[config.mk]
export PLATFORM = sky130hd
export DESIGN_NAME = dns_query_packet_builder_core_flat
export DESIGN_NICKNAME = d
export VERILOG_FILES = /design/src/rtl/dnsq_pkg.sv /design/src/rtl/dnsq_char_if.sv /design/src/rtl/dnsq_pair_if.sv /design/src/rtl/dns_query_packet_builder_core.sv /design/src/flat_wrapper.sv
export SDC_FILE = /design/constraint.sdc
export NUM_CORES = 1
export LEC_CHECK = 0
export ABC_AREA = 1
export CORE_MARGIN = 1.5
export CORE_UTILIZATION = 42
export CTS_BUF_LIST = sky130_fd_sc_hd__clkbuf_16
export DETAILED_ROUTE_END_ITERATION = 6
export DONT_BUFFER_PORTS = 1
export SKIP_LAST_GASP = 1
export SLEW_MARGIN = 20
export SYNTH_ARGS = -nofsm -noshare
export SYNTH_HDL_FRONTEND = slang
export SYNTH_SLANG_ARGS = --single-unit
[constraint.sdc]
create_clock -name clk -period 4.3 [get_ports clk]
set_clock_uncertainty 0.2 [all_clocks]
set_input_delay 0.86 -clock clk [delete_from_list [all_inputs] [get_ports clk]]
set_output_delay 0.86 -clock clk [all_outputs]
set_load 0.005 [all_outputs]
[src/rtl/dnsq_pkg.sv]
package dnsq_pkg;

  typedef logic [7:0] byte_t;
  typedef logic [15:0] word_t;

  localparam int RegIndexW = 2;
  typedef logic [RegIndexW-1:0] reg_index_t;

  localparam reg_index_t REG_TRANSACTION_ID = 2'd0;
  localparam reg_index_t REG_HEADER_FLAGS   = 2'd1;
  localparam reg_index_t REG_QUERY_TYPE     = 2'd2;
  localparam reg_index_t REG_QUERY_CLASS    = 2'd3;

  localparam word_t TRANSACTION_ID_RST = 16'hAAAA;
  localparam word_t HEADER_FLAGS_RST   = 16'h0100;
  localparam word_t QUERY_TYPE_RST     = 16'h0001;
  localparam word_t QUERY_CLASS_RST    = 16'h0001;

  localparam byte_t SEPARATOR = 8'h2E;

  // header and trailer sizes in bytes
  localparam int HdrBytes  = 12;
  localparam int TailBytes = 5;

endpackage

[src/rtl/dnsq_char_if.sv]
interface dnsq_char_if;
  logic           valid;
  logic           ready;
  dnsq_pkg::byte_t char_code;
  logic           name_end;

  modport source (output valid, output char_code, output name_end, input ready);
  modport sink (input valid, input char_code, input name_end, output ready);
endinterface

[src/rtl/dnsq_pair_if.sv]
interface dnsq_pair_if;
  logic           valid;
  logic           ready;
  dnsq_pkg::byte_t first_byte;
  dnsq_pkg::byte_t second_byte;
  logic           second_valid;
  logic           run_last;
  logic           packet_end;
  logic           label_too_long;

  modport source (
    output valid, output first_byte, output second_byte, output second_valid,
    output run_last, output packet_end, output label_too_long, input ready
  );
  modport sink (
    input valid, input first_byte, input second_byte, input second_valid,
    input run_last, input packet_end, input label_too_long, output ready
  );
endinterface

[src/rtl/dns_query_packet_builder_core.sv]
// DNS query builder: takes a domain name one character per beat on chars and
// emits the query packet as byte pairs on pairs. The first character of a name
// sends the 12-byte header, a dot or the name_end character flushes the current
// label (length byte, then the label bytes from a MAX_LABEL-entry store with
// one registered read port), and name_end adds the zero terminator, query type
// and query class. An odd byte left over at the end of a non-final character
// is held and leads the next beat's output. A character that produces no bytes
// leaves the block idle; otherwise one byte sequencer emits one packet byte
// per cycle while the pair output register is free, and waits whenever that
// register is held by a stalled sink. chars.ready is low until the last byte
// of an item is issued. The user must write configuration (wr_en, wr_index,
// wr_data) only while idle; the block itself does not enforce it.
module dns_query_packet_builder_core #(
  parameter int MAX_LABEL = 63
) (
  input  logic                        clk,
  input  logic                        rst,
  dnsq_char_if.sink                   chars,
  dnsq_pair_if.source                 pairs,
  input  logic                        wr_en,
  input  dnsq_pkg::reg_index_t        wr_index,
  input  dnsq_pkg::word_t             wr_data
);

  localparam int CW      = $clog2(MAX_LABEL + 1);
  localparam int AW      = (MAX_LABEL > 1) ? $clog2(MAX_LABEL) : 1;
  localparam int SUB_MAX = (MAX_LABEL > dnsq_pkg::HdrBytes) ? MAX_LABEL : dnsq_pkg::HdrBytes;
  localparam int SW      = $clog2(SUB_MAX);
  localparam int NW      = $clog2(MAX_LABEL + dnsq_pkg::HdrBytes + dnsq_pkg::TailBytes + 4);

  typedef enum logic [2:0] {
    PH_IDLE, PH_HELD, PH_HDR, PH_LEN, PH_LAB, PH_TAIL
  } phase_t;

  // config registers
  dnsq_pkg::word_t transaction_id, header_flags, query_type, query_class;

  // block state
  dnsq_pkg::byte_t store [MAX_LABEL];
  dnsq_pkg::byte_t rd_data;
  logic [CW-1:0]   label_count;
  logic            overflow_seen;
  logic            header_sent;
  dnsq_pkg::byte_t held_byte;
  logic            held_valid;

  // sequencer
  phase_t          phase, phase_next;
  logic [SW-1:0]   sub, sub_next;
  logic [NW-1:0]   bi;
  logic [NW-1:0]   total_n;
  logic [NW-1:0]   emit_n;
  logic [CW-1:0]   flush_len, flush_len_next;
  logic [1:0]      flushes, flushes_next;
  logic            do_hdr;
  logic            end_l;
  dnsq_pkg::byte_t pair_first;

  // output register
  logic            o_valid;
  dnsq_pkg::byte_t o_first, o_second;
  logic            o_sv, o_last, o_pend, o_ov;

  function automatic phase_t first_phase(input logic held, input logic hdr, input logic fl);
    phase_t p;
    if (held) p = PH_HELD;
    else if (hdr) p = PH_HDR;
    else if (fl) p = PH_LEN;
    else p = PH_TAIL;
    return p;
  endfunction

  // accept-time decode
  logic            accept;
  logic            is_dot;
  logic            room;
  logic [CW-1:0]   count_new;
  logic [CW-1:0]   fl_b_len;
  logic [NW-1:0]   n_calc;
  logic            hold_calc;
  logic [1:0]      flushes_calc;

  assign accept = chars.valid && chars.ready;
  assign is_dot = (chars.char_code == dnsq_pkg::SEPARATOR);
  assign room   = (32'(label_count) < 32'(MAX_LABEL));
  assign count_new = room ? label_count + CW'(1) : label_count;
  assign fl_b_len  = is_dot ? '0 : count_new;
  assign flushes_calc = 2'(is_dot) + 2'(chars.name_end);

  always_comb begin
    n_calc = NW'(held_valid);
    if (!header_sent) n_calc = n_calc + NW'(dnsq_pkg::HdrBytes);
    if (is_dot) n_calc = n_calc + NW'(label_count) + NW'(1);
    if (chars.name_end) n_calc = n_calc + NW'(fl_b_len) + NW'(dnsq_pkg::TailBytes + 1);
  end
  assign hold_calc = !chars.name_end && n_calc[0] && (n_calc > NW'(1));

  // byte issue
  logic            slot_free;
  logic            advance;
  logic            in_emit;
  logic            completes;
  logic            final_byte;
  logic            pair_load;
  dnsq_pkg::byte_t cur_byte;

  assign slot_free  = !o_valid || pairs.ready;
  assign advance    = (phase != PH_IDLE) && slot_free;
  assign in_emit    = (bi < emit_n);
  assign completes  = bi[0] || (bi == emit_n - NW'(1));
  assign final_byte = (bi == total_n - NW'(1));
  assign pair_load  = advance && in_emit && completes;

  always_comb begin
    cur_byte = '0;
    case (phase)
      PH_HELD: cur_byte = held_byte;
      PH_HDR: begin
        case (sub[3:0])
          4'd0: cur_byte = transaction_id[15:8];
          4'd1: cur_byte = transaction_id[7:0];
          4'd2: cur_byte = header_flags[15:8];
          4'd3: cur_byte = header_flags[7:0];
          4'd5: cur_byte = 8'h01;  // one question
          default: cur_byte = '0;
        endcase
      end
      PH_LEN: cur_byte = 8'(flush_len);
      PH_LAB: cur_byte = rd_data;
      PH_TAIL: begin
        case (sub[2:0])
          3'd1: cur_byte = query_type[15:8];
          3'd2: cur_byte = query_type[7:0];
          3'd3: cur_byte = query_class[15:8];
          3'd4: cur_byte = query_class[7:0];
          default: cur_byte = '0;  // name terminator
        endcase
      end
      default: cur_byte = '0;
    endcase
  end

  // next phase within an item
  always_comb begin
    phase_next     = phase;
    sub_next       = sub;
    flush_len_next = flush_len;
    flushes_next   = flushes;
    if (accept) begin
      phase_next     = (n_calc != '0)
                       ? first_phase(held_valid, !header_sent, flushes_calc != 2'd0)
                       : PH_IDLE;
      sub_next       = '0;
      flush_len_next = is_dot ? label_count : count_new;
      flushes_next   = flushes_calc;
    end else if (advance) begin
      if (final_byte) begin
        phase_next = PH_IDLE;
        sub_next   = '0;
      end else begin
        case (phase)
          PH_HELD: begin
            phase_next = first_phase(1'b0, do_hdr, flushes != 2'd0);
            sub_next   = '0;
          end
          PH_HDR: begin
            if (sub == SW'(dnsq_pkg::HdrBytes - 1)) begin
              phase_next = first_phase(1'b0, 1'b0, flushes != 2'd0);
              sub_next   = '0;
            end else begin
              sub_next = sub + SW'(1);
            end
          end
          PH_LEN: begin
            sub_next = '0;
            if (flush_len == '0) begin
              // empty label: only the zero length byte
              flushes_next = flushes - 2'd1;
              phase_next   = (flushes > 2'd1) ? PH_LEN : PH_TAIL;
            end else begin
              phase_next = PH_LAB;
            end
          end
          PH_LAB: begin
            if ((32'(sub) + 32'd1) == 32'(flush_len)) begin
              flushes_next   = flushes - 2'd1;
              flush_len_next = '0;
              phase_next     = (flushes > 2'd1) ? PH_LEN : PH_TAIL;
              sub_next       = '0;
            end else begin
              sub_next = sub + SW'(1);
            end
          end
          PH_TAIL: sub_next = sub + SW'(1);
          default: phase_next = PH_IDLE;
        endcase
      end
    end
  end

  // label store: write on accept, read addressed from sub_next so the registered data is ready when used
  logic [AW-1:0] rd_addr;
  assign rd_addr = (32'(sub_next) < 32'(MAX_LABEL)) ? AW'(sub_next) : '0;

  always_ff @(posedge clk) begin
    if (accept && !is_dot && room) begin
      store[AW'(label_count)] <= chars.char_code;
    end
    rd_data <= store[rd_addr];
  end

  always_ff @(posedge clk) begin
    if (rst) begin
      transaction_id <= dnsq_pkg::TRANSACTION_ID_RST;
      header_flags   <= dnsq_pkg::HEADER_FLAGS_RST;
      query_type     <= dnsq_pkg::QUERY_TYPE_RST;
      query_class    <= dnsq_pkg::QUERY_CLASS_RST;
      label_count    <= '0;
      overflow_seen  <= 1'b0;
      header_sent    <= 1'b0;
      held_valid     <= 1'b0;
      held_byte      <= '0;
      phase          <= PH_IDLE;
      sub            <= '0;
      bi             <= '0;
      flush_len      <= '0;
      flushes        <= '0;
      o_valid        <= 1'b0;
    end else begin
      if (wr_en) begin
        case (wr_index)
          dnsq_pkg::REG_TRANSACTION_ID: transaction_id <= wr_data;
          dnsq_pkg::REG_HEADER_FLAGS:   header_flags   <= wr_data;
          dnsq_pkg::REG_QUERY_TYPE:     query_type     <= wr_data;
          dnsq_pkg::REG_QUERY_CLASS:    query_class    <= wr_data;
          default: ;
        endcase
      end

      phase     <= phase_next;
      sub       <= sub_next;
      flush_len <= flush_len_next;
      flushes   <= flushes_next;

      if (pair_load) o_valid <= 1'b1;
      else if (pairs.ready) o_valid <= 1'b0;

      if (accept) begin
        label_count   <= (is_dot || chars.name_end) ? '0 : count_new;
        overflow_seen <= (header_sent && overflow_seen) || (!is_dot && !room);
        header_sent   <= !chars.name_end;
        held_valid    <= 1'b0;
        do_hdr        <= !header_sent;
        end_l         <= chars.name_end;
        total_n       <= n_calc;
        emit_n        <= hold_calc ? n_calc - NW'(1) : n_calc;
        bi            <= '0;
      end else if (advance) begin
        bi <= bi + NW'(1);
        if (in_emit) begin
          if (completes) begin
            o_first  <= bi[0] ? pair_first : cur_byte;
            o_second <= bi[0] ? cur_byte : '0;
            o_sv     <= bi[0];
            o_last   <= (bi == emit_n - NW'(1));
            o_pend   <= (bi == emit_n - NW'(1)) && end_l;
            o_ov     <= overflow_seen;
          end else begin
            pair_first <= cur_byte;
          end
        end else begin
          // odd leftover byte waits for the next character
          held_byte  <= cur_byte;
          held_valid <= 1'b1;
        end
      end
    end
  end

  assign chars.ready          = (phase == PH_IDLE);
  assign pairs.valid          = o_valid;
  assign pairs.first_byte     = o_first;
  assign pairs.second_byte    = o_second;
  assign pairs.second_valid   = o_sv;
  assign pairs.run_last       = o_last;
  assign pairs.packet_end     = o_pend;
  assign pairs.label_too_long = o_ov;

endmodule
[src/flat_wrapper.sv]
// flat-port wrapper written by rule: the top's interface ports become plain ports
module dns_query_packet_builder_core_flat 
#(
  parameter int MAX_LABEL = 63
)
  (clk, rst, wr_en, wr_index, wr_data, chars_valid, chars_char_code, chars_name_end, chars_ready, pairs_valid, pairs_first_byte, pairs_second_byte, pairs_second_valid, pairs_run_last, pairs_packet_end, pairs_label_too_long, pairs_ready);
  dnsq_char_if chars_i ();
  dnsq_pair_if pairs_i ();
  input  logic clk;
  input  logic rst;
  input  logic wr_en;
  input  dnsq_pkg::reg_index_t wr_index;
  input  dnsq_pkg::word_t wr_data;
  input wire logic [$bits(chars_i.valid)-1:0] chars_valid;
  input wire logic [$bits(chars_i.char_code)-1:0] chars_char_code;
  input wire logic [$bits(chars_i.name_end)-1:0] chars_name_end;
  output wire logic [$bits(chars_i.ready)-1:0] chars_ready;
  output wire logic [$bits(pairs_i.valid)-1:0] pairs_valid;
  output wire logic [$bits(pairs_i.first_byte)-1:0] pairs_first_byte;
  output wire logic [$bits(pairs_i.second_byte)-1:0] pairs_second_byte;
  output wire logic [$bits(pairs_i.second_valid)-1:0] pairs_second_valid;
  output wire logic [$bits(pairs_i.run_last)-1:0] pairs_run_last;
  output wire logic [$bits(pairs_i.packet_end)-1:0] pairs_packet_end;
  output wire logic [$bits(pairs_i.label_too_long)-1:0] pairs_label_too_long;
  input wire logic [$bits(pairs_i.ready)-1:0] pairs_ready;
  assign chars_i.valid = chars_valid;
  assign chars_i.char_code = chars_char_code;
  assign chars_i.name_end = chars_name_end;
  assign chars_ready = chars_i.ready;
  assign pairs_valid = pairs_i.valid;
  assign pairs_first_byte = pairs_i.first_byte;
  assign pairs_second_byte = pairs_i.second_byte;
  assign pairs_second_valid = pairs_i.second_valid;
  assign pairs_run_last = pairs_i.run_last;
  assign pairs_packet_end = pairs_i.packet_end;
  assign pairs_label_too_long = pairs_i.label_too_long;
  assign pairs_i.ready = pairs_ready;
  dns_query_packet_builder_core #(.MAX_LABEL(MAX_LABEL)) u_core (.clk(clk), .rst(rst), .chars(chars_i), .pairs(pairs_i), .wr_en(wr_en), .wr_index(wr_index), .wr_data(wr_data));
endmodule
---- Word-level counts from Yosys, hierarchy flattened ----
Memory sizes are Yosys's and may differ from the RTL's. A register that Yosys moved wholly into a read port is not among the register bits.
Index checks and enable logic that the tools add are counted.
cells by class
  add/sub/neg operators ................... 14
  magnitude comparators ................... 5
  equal/unequal tests ..................... 27
  mux-type cells .......................... 48
  bitwise logic cells ..................... 4
  reductions and logical operators ........ 47
operator list
  kind                   count
  $mux W6                15
  $pmux W8 S5            2
  $mux W3                13
  $eq A32 B6 Y1          1
  $pmux W8 S4            1
  $mux W7                4
  $pmux W6 S4            1
  $sub A7 B1 Y7 const B  3
  $pmux W3 S5            1
  $reduce_and A5 Y1      3
  $add A7 B1 Y7 const B  2
  $add A7 B6 Y7          2
  $eq A7 B7 Y1           2
  $add A6 B1 Y6 const B  2
  $eq A3 B2 Y1 const B   4
  $lt A6 B6 Y1 const B   2
  $reduce_and A2 Y1      6
  $reduce_bool A2 Y1     6
  $logic_and A1 B1 Y1    11
  $mux W2                5
  $eq A3 B3 Y1 const B   3
  $ne A3 B1 Y1 const B   3
  $eq A4 B2 Y1 const B   2
  $eq A8 B6 Y1 const B   1
  31 further kinds       50
storage, ports and cells
  flip-flop bits (word level) ............. 150
  bits in writable memories ............... 504
  word-level logic and storage cells ...... 172
  memories kept ........................... 1
memory list
  memory        words  bits a word  rd ports  clocked after Yosys merged registers in  wr ports  RTL line                             RTL
  u_core.store  63     8            1         1                                        1         dns_query_packet_builder_core.sv:39  dnsq_pkg::byte_t store [MAX_LABEL];

---- Logic depth before layout (Yosys ltp) ----
Gate-level depths: netlist (run 1).
  word-level depth ........................ 11
  depth in mapped cells ................... 29
  gate-level depth less buffers ........... 28

---- Worst setup path after synthesis (run 1) ----
Ideal clock, no wire load.
  path type ............................... in2reg
  from .................................... input chars_char_code[1]
  to ...................................... register u_core.emit_n[6] (data pin)
  setup time .............................. 273 ps
  arrival time ............................ 4,020 ps
  required time ........................... 3,827 ps
  slack ................................... -193 ps
  cell stages on the path ................. 23
  cells stage by stage .................... inv_1 > nor4_1 > nand2_1 > inv_1 > buf_1 > nor2_1 > inv_1 > o21ai_0 > ha_1 > fa_1 > nand2_1 > nand2_1 > a21oi_1 > xor2_1 > nand2_1 > o21ai_0 > nor2_1 > nand2_1 > o21ai_0 > nor2_1 > nand2_1 > o31ai_1 > o21ai_0
between the ends
  longest elaborated chain between the ends .. 8
  elaborated cells on any way between the ends .. 11
ends and longest elaborated chain
  element                                    RTL line                                                                  RTL
  start, declared                            flat_wrapper.sv:15                                                        input wire logic [$bits(chars_i.char_code)-1:0] chars_char_code;
  $eq A8 B6 Y1 *                             dns_query_packet_builder_core.sv:84                                       assign is_dot = (chars.char_code == dnsq_pkg::SEPARATOR);
  $mux W7 / $mux W6 (equally long branches)  dns_query_packet_builder_core.sv:93, dns_query_packet_builder_core.sv:87
  $add A7 B6 Y7                              dns_query_packet_builder_core.sv:94                                       if (chars.name_end) n_calc = n_calc + NW'(fl_b_len) + NW'(dnsq_pkg::TailBytes + 1);
  $add A7 B3 Y7                              dns_query_packet_builder_core.sv:94
  $mux W7 *                                  dns_query_packet_builder_core.sv:94
  named net u_core.n_calc[5]                 dns_query_packet_builder_core.sv:79                                       logic [NW-1:0] n_calc;
  $gt A7 B1 Y1                               dns_query_packet_builder_core.sv:96                                       assign hold_calc = !chars.name_end && n_calc[0] && (n_calc > NW'(1));
  $logic_and A1 B1 Y1                        dns_query_packet_builder_core.sv:96
  $mux W7 *                                  dns_query_packet_builder_core.sv:256                                      emit_n <= hold_calc ? n_calc - NW'(1) : n_calc;
  end signal, assigned                       dns_query_packet_builder_core.sv:256
  end, declared                              dns_query_packet_builder_core.sv:52                                       logic [NW-1:0] emit_n;
The timed path passes the listed nets; every way through them passes the cells marked *.
A chain may end at the register's enable or synchronous reset.

---- Worst setup path in the final report (run 1) ----
  from .................................... register u_core.sub[1]
  to ...................................... register u_core.rd_data[0] (read register of u_core.store)
between the ends
  longest elaborated chain between the ends .. 9
  elaborated cells on any way between the ends .. 12
ends and longest elaborated chain
  element                 RTL line                              RTL
  start, declared         dns_query_packet_builder_core.sv:49   logic [SW-1:0] sub, sub_next;
  start signal, assigned  dns_query_packet_builder_core.sv:241  sub <= sub_next;
  $add A6 B1 Y7           dns_query_packet_builder_core.sv:185  if ((32'(sub) + 32'd1) == 32'(flush_len)) begin
  $eq A32 B6 Y1           dns_query_packet_builder_core.sv:185
  $mux W6                 dns_query_packet_builder_core.sv:185
  $pmux W6 S4             dns_query_packet_builder_core.sv:161  case (phase)
  $mux W6                 dns_query_packet_builder_core.sv:157  if (final_byte) begin
  $mux W6 *               dns_query_packet_builder_core.sv:156  end else if (advance) begin
  $mux W6 *               dns_query_packet_builder_core.sv:149  if (accept) begin
  $lt A6 B6 Y1            dns_query_packet_builder_core.sv:203  assign rd_addr = (32'(sub_next) < 32'(MAX_LABEL)) ? AW'(sub_next) : '0;
  $mux W6 *               dns_query_packet_builder_core.sv:203
  end, declared           dns_query_packet_builder_core.sv:40   dnsq_pkg::byte_t rd_data;
Every way passes the cells marked *; elsewhere a longest branch is shown, timed or not.

==> results.sh, run 1 <==
export IMPL_rsz0062_at_grt="yes"
export IMPL_global_route_wire_length_before_repair_um=118000
export IMPL_postCtsSetupBuffers=0
export IMPL_globalRouteOverflowTotal=0
export IMPL_detailed_place_hpwl_um=48900
export IMPL_flow_area_growth_from_synthesis_pct=13.0
export IMPL_finalCriticalPeriod_ns=4.02
export IMPL_class_of_the_tightest_hold_or_removal_check="input pin to register"
export IMPL_count_of_clock_tree_sinks=662
export IMPL_htree_num_levels=3
export IMPL_post_drt_via_cell_ratio=5.37
export IMPL_ir_drop_v=0.000401
export IMPL_drcViolationCount=0
export IMPL_fin_worst_hold_slack_ns=0.118
export IMPL_ys_flop_type="sky130_fd_sc_hd__edfxtp_1"
export IMPL_fin_area_mm2=0.0340
export IMPL_fmax_mhz=249
export IMPL_initial_core_utilization=0.427
export IMPL_period_share=0.935
export IMPL_core_mm2=0.0705
export IMPL_maxCapViolations=0
export IMPL_synthesized_flop_and_latch_total=662
export IMPL_powerDensity_mw_per_mm2=596
export IMPL_status="finished, final reports clean"
export IMPL_post_cts_hold_buffer_count=0
export IMPL_die_area_mm2=0.0733
export IMPL_layout_drive_gt1_share=0.117
export IMPL_placed_cell_area_mm2=0.0316
export IMPL_crit_path_start_kind="register"
export IMPL_final_antenna_net_count=0
export IMPL_die_width_um=271
export IMPL_numCtsBuffers=70
export IMPL_grt_pass1_vias=20400
export IMPL_slew_violations=0
export IMPL_syn_mean_instance_area_um2=10.2
export IMPL_drt_pre_antenna_iters=5
export IMPL_synth_yosys_seq_area_share=0.622
export IMPL_fin_tns_setup_ns=0
export IMPL_synthesized_net_count=3022
export IMPL_final_common_cell="sky130_fd_sc_hd__edfxtp_1"
export IMPL_p_leak_nw=13.2
export IMPL_maximum_number_of_pins_on_one_net_before_global_route_repair=94
export IMPL_fin_nets=3070
export IMPL_routed_wire_length_per_instance_um=19.5
export IMPL_final_setup_viol_count=0
export IMPL_asyncSetResetFlopFracSynth=0
export IMPL_crit_path_max_fanout=24
export IMPL_top_ports=54
export IMPL_layout_cells_most_common_list="sky130_fd_sc_hd__edfxtp_1 (548), sky130_fd_sc_hd__nand3_1 (485), sky130_fd_sc_hd__inv_1 (367)"
export IMPL_max_slew_margin=0.294
export IMPL_ys_warnings_count=0
export IMPL_max_clock_path_buffers=3
export IMPL_syn_inst_count=2955
export IMPL_fp_dieH_um=271
export IMPL_final_core_utilization=0.482
export IMPL_placement_rows=97
export IMPL_synth_cell_types=53
export IMPL_type_of_the_setup_path_with_the_least_slack="register to register"
export IMPL_num_vias=21500
export IMPL_arrival_ns=4.26
export IMPL_netlist_area_mm2=0.0301
export IMPL_tritoncts="yes"
export IMPL_timing_worst_slew_pin_value_ns=1.05
export IMPL_critical_path_required_ns=4.54
export IMPL_totalPowerFinal_mw=20.3
export IMPL_place_port_buffers=0
export IMPL_grtUsageTotal=0.207
export IMPL_crit_path_end_kind="register"
export IMPL_clockRootBuffer="sky130_fd_sc_hd__clkbuf_16"
export IMPL_num_antenna_cells=0
export IMPL_clk_insertion_delay_late_ns=0.63
export IMPL_finalWirelength_um=77900
export IMPL_timing_hold_violations_final=0
export IMPL_initial_antenna_violation_count=3
export IMPL_synth_edff_count=548
export IMPL_clkTransAtPathRegs_ns=0.06
export IMPL_gp_congestion=0.892
export IMPL_drt_iter0_drc=2023
[per-layer routing]
| metal | up-vias | global-route usage | part of all wire |
|---|---|---|---|
| li1 | 10300 | - | - |
| met5 | - | 0 | 0 |
| met3 | 125 | 0.0331 | 0.067 |
| met2 | 710 | 0.341 | 0.47 |
| met1 | 10400 | 0.281 | 0.43 |
| met4 | 0 | 0.0638 | 0.026 |
[Yosys cell counts (2+ instances only)]
| cell type | count | share of area |
|---|---|---|
| sky130_fd_sc_hd__ha_1 | 34 | 0.014 |
| sky130_fd_sc_hd__nand2_1 | 360 | 0.045 |
| sky130_fd_sc_hd__buf_2 | 49 | 0.0081 |
| sky130_fd_sc_hd__nor2_1 | 294 | 0.037 |
| sky130_fd_sc_hd__nor2_2 | 3 | 0.00062 |
| sky130_fd_sc_hd__nor4_1 | 8 | 0.0017 |
| sky130_fd_sc_hd__nand4_1 | 10 | 0.0021 |
| sky130_fd_sc_hd__nor2_4 | 2 | 0.00075 |
| sky130_fd_sc_hd__o2111ai_1 | 40 | 0.012 |
| sky130_fd_sc_hd__buf_4 | 21 | 0.0052 |
| sky130_fd_sc_hd__a22o_1 | 11 | 0.0032 |
| sky130_fd_sc_hd__a31oi_1 | 4 | 0.00083 |
| sky130_fd_sc_hd__a21oi_1 | 78 | 0.013 |
| sky130_fd_sc_hd__inv_1 | 353 | 0.044 |
| sky130_fd_sc_hd__o21ai_1 | 13 | 0.0022 |
| sky130_fd_sc_hd__nand2_4 | 3 | 0.0011 |
| sky130_fd_sc_hd__buf_1 | 13 | 0.0016 |
| sky130_fd_sc_hd__buf_6 | 14 | 0.0052 |
| sky130_fd_sc_hd__and3_1 | 2 | 0.00042 |
| sky130_fd_sc_hd__nand2_2 | 7 | 0.0015 |
| sky130_fd_sc_hd__inv_2 | 8 | 0.0010 |
| sky130_fd_sc_hd__nand3b_1 | 97 | 0.024 |
| sky130_fd_sc_hd__or2_2 | 83 | 0.017 |
| sky130_fd_sc_hd__nand3_2 | 2 | 0.00066 |
| sky130_fd_sc_hd__a221oi_1 | 8 | 0.0023 |
| sky130_fd_sc_hd__xor2_1 | 15 | 0.0044 |
| sky130_fd_sc_hd__nor3_1 | 13 | 0.0022 |
| sky130_fd_sc_hd__o211ai_1 | 7 | 0.0017 |
| sky130_fd_sc_hd__nand3_1 | 485 | 0.081 |
| sky130_fd_sc_hd__edfxtp_1 | 548 | 0.55 |
| sky130_fd_sc_hd__o22ai_1 | 34 | 0.0071 |
| sky130_fd_sc_hd__clkbuf_1 | 59 | 0.0074 |
| sky130_fd_sc_hd__xnor2_1 | 6 | 0.0017 |
| sky130_fd_sc_hd__dfxtp_1 | 114 | 0.076 |
| sky130_fd_sc_hd__clkinv_1 | 5 | 0.00062 |
| sky130_fd_sc_hd__o21ai_0 | 135 | 0.022 |
[cells by family (layout without fill, tap and decap cells)]
group	Yosys count	in the layout	synth area share
buffers and inverters	523	627	0.0734
XOR/XNOR	21	21	0.00611
other	1	1	0.000125
AND/OR/NAND/NOR	1373	1373	0.216
adder cells (fa/ha/maj)	35	35	0.0148
AO/OA/AOI/OAI	340	340	0.0672
flip-flops	662	662	0.622
[state kept, by name, indices dropped and copies added (netlist names), 7 cells and up]
signal                    flops
u_core.rd_data                8
u_core.total_n                7
u_core.pair_first             8
u_core.held_byte              8
u_core.bi                     7
u_core.emit_n                 7
u_core.query_type            16
u_core.pairs.second_byte      8
u_core.transaction_id        16
u_core.pairs.first_byte       8
u_core.query_class           16
u_core.header_flags          16
u_core.store                504
[what timing repair did]
| item | CTS | global route |
|---|---|---|
| gates resized for setup | 0 | 31 |
| endpoints found under the setup margin | 0 | 16 |
| hold endpoints to repair | 0 | 0 |
[report_power, final]
part           internal, mW  switching [mW]  leakage, nW  total [mW]
Combinational          2.20            4.85         6.15        7.05
Sequential             7.19           0.124         5.90        7.31
Clock                  3.36            2.54         1.15        5.90
Total                  12.7            7.51         13.2        20.3
[through the flow]
stage | worst slack, ns | cells
final | 0.280 | 3999
after global routing | -0.0120 | 3999
after CTS | 0.0725 | 3996
after detailed placement | -0.203 | 3868
after global placement | -0.166 | 3868
after floorplan | 0.0445 | 2955
[worst max-delay path, stage by stage (launching register included)]
cell and delay [ns]:
sky130_fd_sc_hd__dfxtp_1 0.35, sky130_fd_sc_hd__ha_2 0.27, sky130_fd_sc_hd__ha_1 0.28, sky130_fd_sc_hd__inv_1 0.09
sky130_fd_sc_hd__nand2_1 0.05, sky130_fd_sc_hd__nand2_1 0.05, sky130_fd_sc_hd__nand4_1 0.09, sky130_fd_sc_hd__nor2_1 0.14
sky130_fd_sc_hd__nand3_2 0.10, sky130_fd_sc_hd__nand2_2 0.09, sky130_fd_sc_hd__nand2_2 0.11, sky130_fd_sc_hd__nand3_1 0.09
sky130_fd_sc_hd__nand2_1 0.05, sky130_fd_sc_hd__nand2_1 0.09, sky130_fd_sc_hd__nand2_4 0.10, sky130_fd_sc_hd__nand2_1 0.09
sky130_fd_sc_hd__inv_2 0.06, sky130_fd_sc_hd__nand2_8 0.18, sky130_fd_sc_hd__nand2_4 0.16, sky130_fd_sc_hd__inv_1 0.15
sky130_fd_sc_hd__buf_8 0.21, sky130_fd_sc_hd__nand3_1 0.20, sky130_fd_sc_hd__nand3_1 0.14, sky130_fd_sc_hd__nand3_1 0.14
sky130_fd_sc_hd__nand3_1 0.14, sky130_fd_sc_hd__nand2_1 0.17
[path summary, 6_finish.rpt]
kind	start	end	slack (ns)	depth (start not counted)
max	u_core.sub[1]	u_core.rd_data[0]	0.28	25
min	rst	u_core.pairs.valid	0.12	1
max reg2reg	u_core.sub[1]	u_core.rd_data[0]	0.28	25
min reg2reg	u_core.overflow_seen	u_core.pairs.label_too_long	0.26	0
[area by class of cell]
type,count,area (um^2)
clock inverter,56,435
tap,940,1180
sequential,662,18700
multi-input combinational,1770,9240
clock buffer,72,1800
fill,6346,36500
inverter,366,1380
timing repair buffer,133,1250
No activity file was read; power rests on OpenSTA's default activity.
==> run 2: changes to the inputs <==
--- a/config.mk
+++ b/config.mk
@@ -11,6 +11,7 @@
 export CTS_BUF_LIST = sky130_fd_sc_hd__clkbuf_16
 export DETAILED_ROUTE_END_ITERATION = 6
 export DONT_BUFFER_PORTS = 1
+export REMOVE_ABC_BUFFERS = 1
 export SKIP_LAST_GASP = 1
 export SLEW_MARGIN = 20
 export SYNTH_ARGS = -nofsm -noshare
==> constraint.sdc (replaced) <==
create_clock -name clk -period 5 [get_ports clk]
set_clock_uncertainty 0.2 [all_clocks]
set_input_delay 1 -clock clk [delete_from_list [all_inputs] [get_ports clk]]
set_output_delay 1 -clock clk [all_outputs]
set_load 0.005 [all_outputs]
==> run 2 against run 1 <==
  * Fmax is 12% lower
  * Worst setup slack improved by 0.15 ns
  * Sequential share of layout area increased by 0.77 points
  * Worst hold slack better by 0.14 ns
  * Via count shrank 1.4%
  * Sequential cell count did not move
  * Core utilization is 0.69 points lower
  * Final cell count down 0.98%
  * Largest cell class unchanged
  * Die area did not move
  * Critical endpoint is now u_core.rd_data[1]
  * Design area shrank 1.4%
  * Register-to-register slack improved by 0.15 ns
==> results.sh, run 2 (synthesis results as in run 1) <==
export IMPL_status="finished, final reports clean"
export IMPL_tritoncts="yes"
export IMPL_max_slew_margin=0.392
export IMPL_numCtsBuffers=73
export IMPL_fmax_mhz=219
export IMPL_finalWirelength_um=75900
export IMPL_die_width_um=271
export IMPL_slew_violations=0
export IMPL_num_vias=21200
export IMPL_p_sw_mw=6.27
export IMPL_fin_nets=3031
export IMPL_powerDensity_mw_per_mm2=510
export IMPL_post_cts_hold_buffer_count=0
export IMPL_die_area_mm2=0.0733
export IMPL_global_route_wire_length_before_repair_um=118000
export IMPL_drt_pre_antenna_iters=6
export IMPL_gp_congestion=0.902
export IMPL_class_of_the_tightest_hold_or_removal_check="register to register"
export IMPL_arrival_ns=4.87
export IMPL_share_clk_of_total_power=0.303
export IMPL_globalRouteOverflowTotal=0
export IMPL_max_clock_path_buffers=3
export IMPL_finalCriticalPeriod_ns=4.57
export IMPL_maximum_number_of_pins_on_one_net_before_global_route_repair=149
export IMPL_fin_tns_setup_ns=0
export IMPL_htree_num_levels=3
export IMPL_final_setup_viol_count=0
export IMPL_grt_use_met1=0.275
export IMPL_power_combinational_fraction=0.327
export IMPL_initial_core_utilization=0.427
export IMPL_grt_pass1_vias=20500
export IMPL_pwr_share_seq=0.370
export IMPL_maxCapViolations=0
export IMPL_final_common_cell="sky130_fd_sc_hd__edfxtp_1"
export IMPL_drt_iter0_drc=1945
export IMPL_p_leak_nw=13.0
export IMPL_initial_antenna_violation_count=0
export IMPL_fp_dieH_um=271
export IMPL_worst_slack_ns=0.434
export IMPL_p_int_mw=10.8
export IMPL_crit_path_start_kind="register"
export IMPL_flow_area_growth_from_synthesis_pct=11.4
export IMPL_switching_share=0.367
export IMPL_busiest_layer="met2"
export IMPL_count_of_clock_tree_sinks=662
export IMPL_type_of_the_setup_path_with_the_least_slack="register to register"
export IMPL_period_share=0.913
export IMPL_top_register="u_core.store"
export IMPL_use_met2=0.347
export IMPL_timing_hold_violations_final=0
export IMPL_core_mm2=0.0705
export IMPL_drcViolationCount=0
export IMPL_rsz0062_at_grt="no"
export IMPL_post_drt_via_cell_ratio=5.35
export IMPL_fin_worst_hold_slack_ns=0.255
export IMPL_num_antenna_cells=0
export IMPL_place_port_buffers=0
export IMPL_crit_path_max_fanout=35
export IMPL_postCtsSetupBuffers=0
export IMPL_post_cts_resize_count=0
export IMPL_critical_path_required_ns=5.31
export IMPL_layout_cells_most_common_list="sky130_fd_sc_hd__edfxtp_1 (548), sky130_fd_sc_hd__nand3_1 (485), sky130_fd_sc_hd__inv_1 (369)"
export IMPL_clockRootBuffer="sky130_fd_sc_hd__clkbuf_16"
export IMPL_clkTransAtPathRegs_ns=0.06
export IMPL_largest_reg_flops=504
export IMPL_final_antenna_net_count=0
export IMPL_ir_drop_v=0.000392
export IMPL_grtUsageTotal=0.207
export IMPL_crit_path_end_kind="register"
export IMPL_clk_insertion_delay_late_ns=0.63
export IMPL_routed_wire_length_per_instance_um=19.2
export IMPL_timing_worst_slew_pin_value_ns=0.905
export IMPL_top_ports=54
export IMPL_layout_drive_gt1_share=0.100
export IMPL_pre_cts_slack_ns=0.183
export IMPL_placement_rows=97
export IMPL_detailed_place_hpwl_um=46600
export IMPL_grt_util_met3=0.0328
run 2: per-stage QoR:
stage / instance area, um^2 / total power [mW] / utilization / std cells
CTS: 33500 / 17.2 / 0.475 / 3960
global placement: 31200 / 11.9 / 0.443 / 3829
finish: 33500 / 17.1 / 0.476 / 3960
floorplan: 29300 / 10.1 / - / 2798
detailed placement: 31200 / 12.0 / 0.443 / 3829
global route: 33500 / 18.0 / 0.476 / 3960
run 2: layer usage:
metal / vias up / routed length, um
met2: 612 / 36900
met1: 10200 / 32800
met4: 0 / 1960
met5: - / 0
li1: 10200 / -
met3: 121 / 4250
run 2: layout make-up:
class | instances | area, um^2
fill | 6425 | 37000
sequential | 662 | 18700
multi-input combinational | 1770 | 9180
clock buffer | 73 | 1830
inverter | 366 | 1370
tap | 940 | 1180
timing repair buffer | 91 | 771
clock inverter | 58 | 467
run 2: power groups by stage:
stage / clock, mW / sequential [mW] / combinational (mW)
finish: 5.19 / 6.33 / 5.59
detailed placement: 0 / 6.44 / 5.57
global route: 5.50 / 6.34 / 6.15
global placement: 0 / 6.44 / 5.51
floorplan: 0 / 6.38 / 3.70
CTS: 5.28 / 6.33 / 5.59
run 2: final timing paths:
kind	start	slack [ns]	depth (start not counted)	endpoint
max	u_core.total_n[0]	0.43	23	u_core.rd_data[1]
min	u_core.query_type[6]	0.25	2	u_core.query_type[6]
max reg2reg	u_core.total_n[0]	0.43	23	u_core.rd_data[1]
min reg2reg	u_core.query_type[6]	0.25	2	u_core.query_type[6]
run 2: critical path, stage by stage (launching register included):
cell and delay, ns:
sky130_fd_sc_hd__edfxtp_1 0.39, sky130_fd_sc_hd__inv_1 0.11, sky130_fd_sc_hd__ha_1 0.26, sky130_fd_sc_hd__nand3_2 0.13, sky130_fd_sc_hd__nor2_1 0.14, sky130_fd_sc_hd__xor2_1 0.15
sky130_fd_sc_hd__nor2_1 0.08, sky130_fd_sc_hd__nand2_1 0.10, sky130_fd_sc_hd__nand2_1 0.23, sky130_fd_sc_hd__nor2_1 0.16, sky130_fd_sc_hd__nand2_1 0.10, sky130_fd_sc_hd__nand2_4 0.22
sky130_fd_sc_hd__nand2_2 0.11, sky130_fd_sc_hd__nor2_4 0.16, sky130_fd_sc_hd__nand2_8 0.20, sky130_fd_sc_hd__nand2_4 0.43, sky130_fd_sc_hd__buf_4 0.44, sky130_fd_sc_hd__nand2_1 0.10
sky130_fd_sc_hd__nand3_1 0.08, sky130_fd_sc_hd__nand3_1 0.09, sky130_fd_sc_hd__nand3_1 0.13, sky130_fd_sc_hd__nand3_1 0.10, sky130_fd_sc_hd__nand3_1 0.23, sky130_fd_sc_hd__nand2_1 0.08
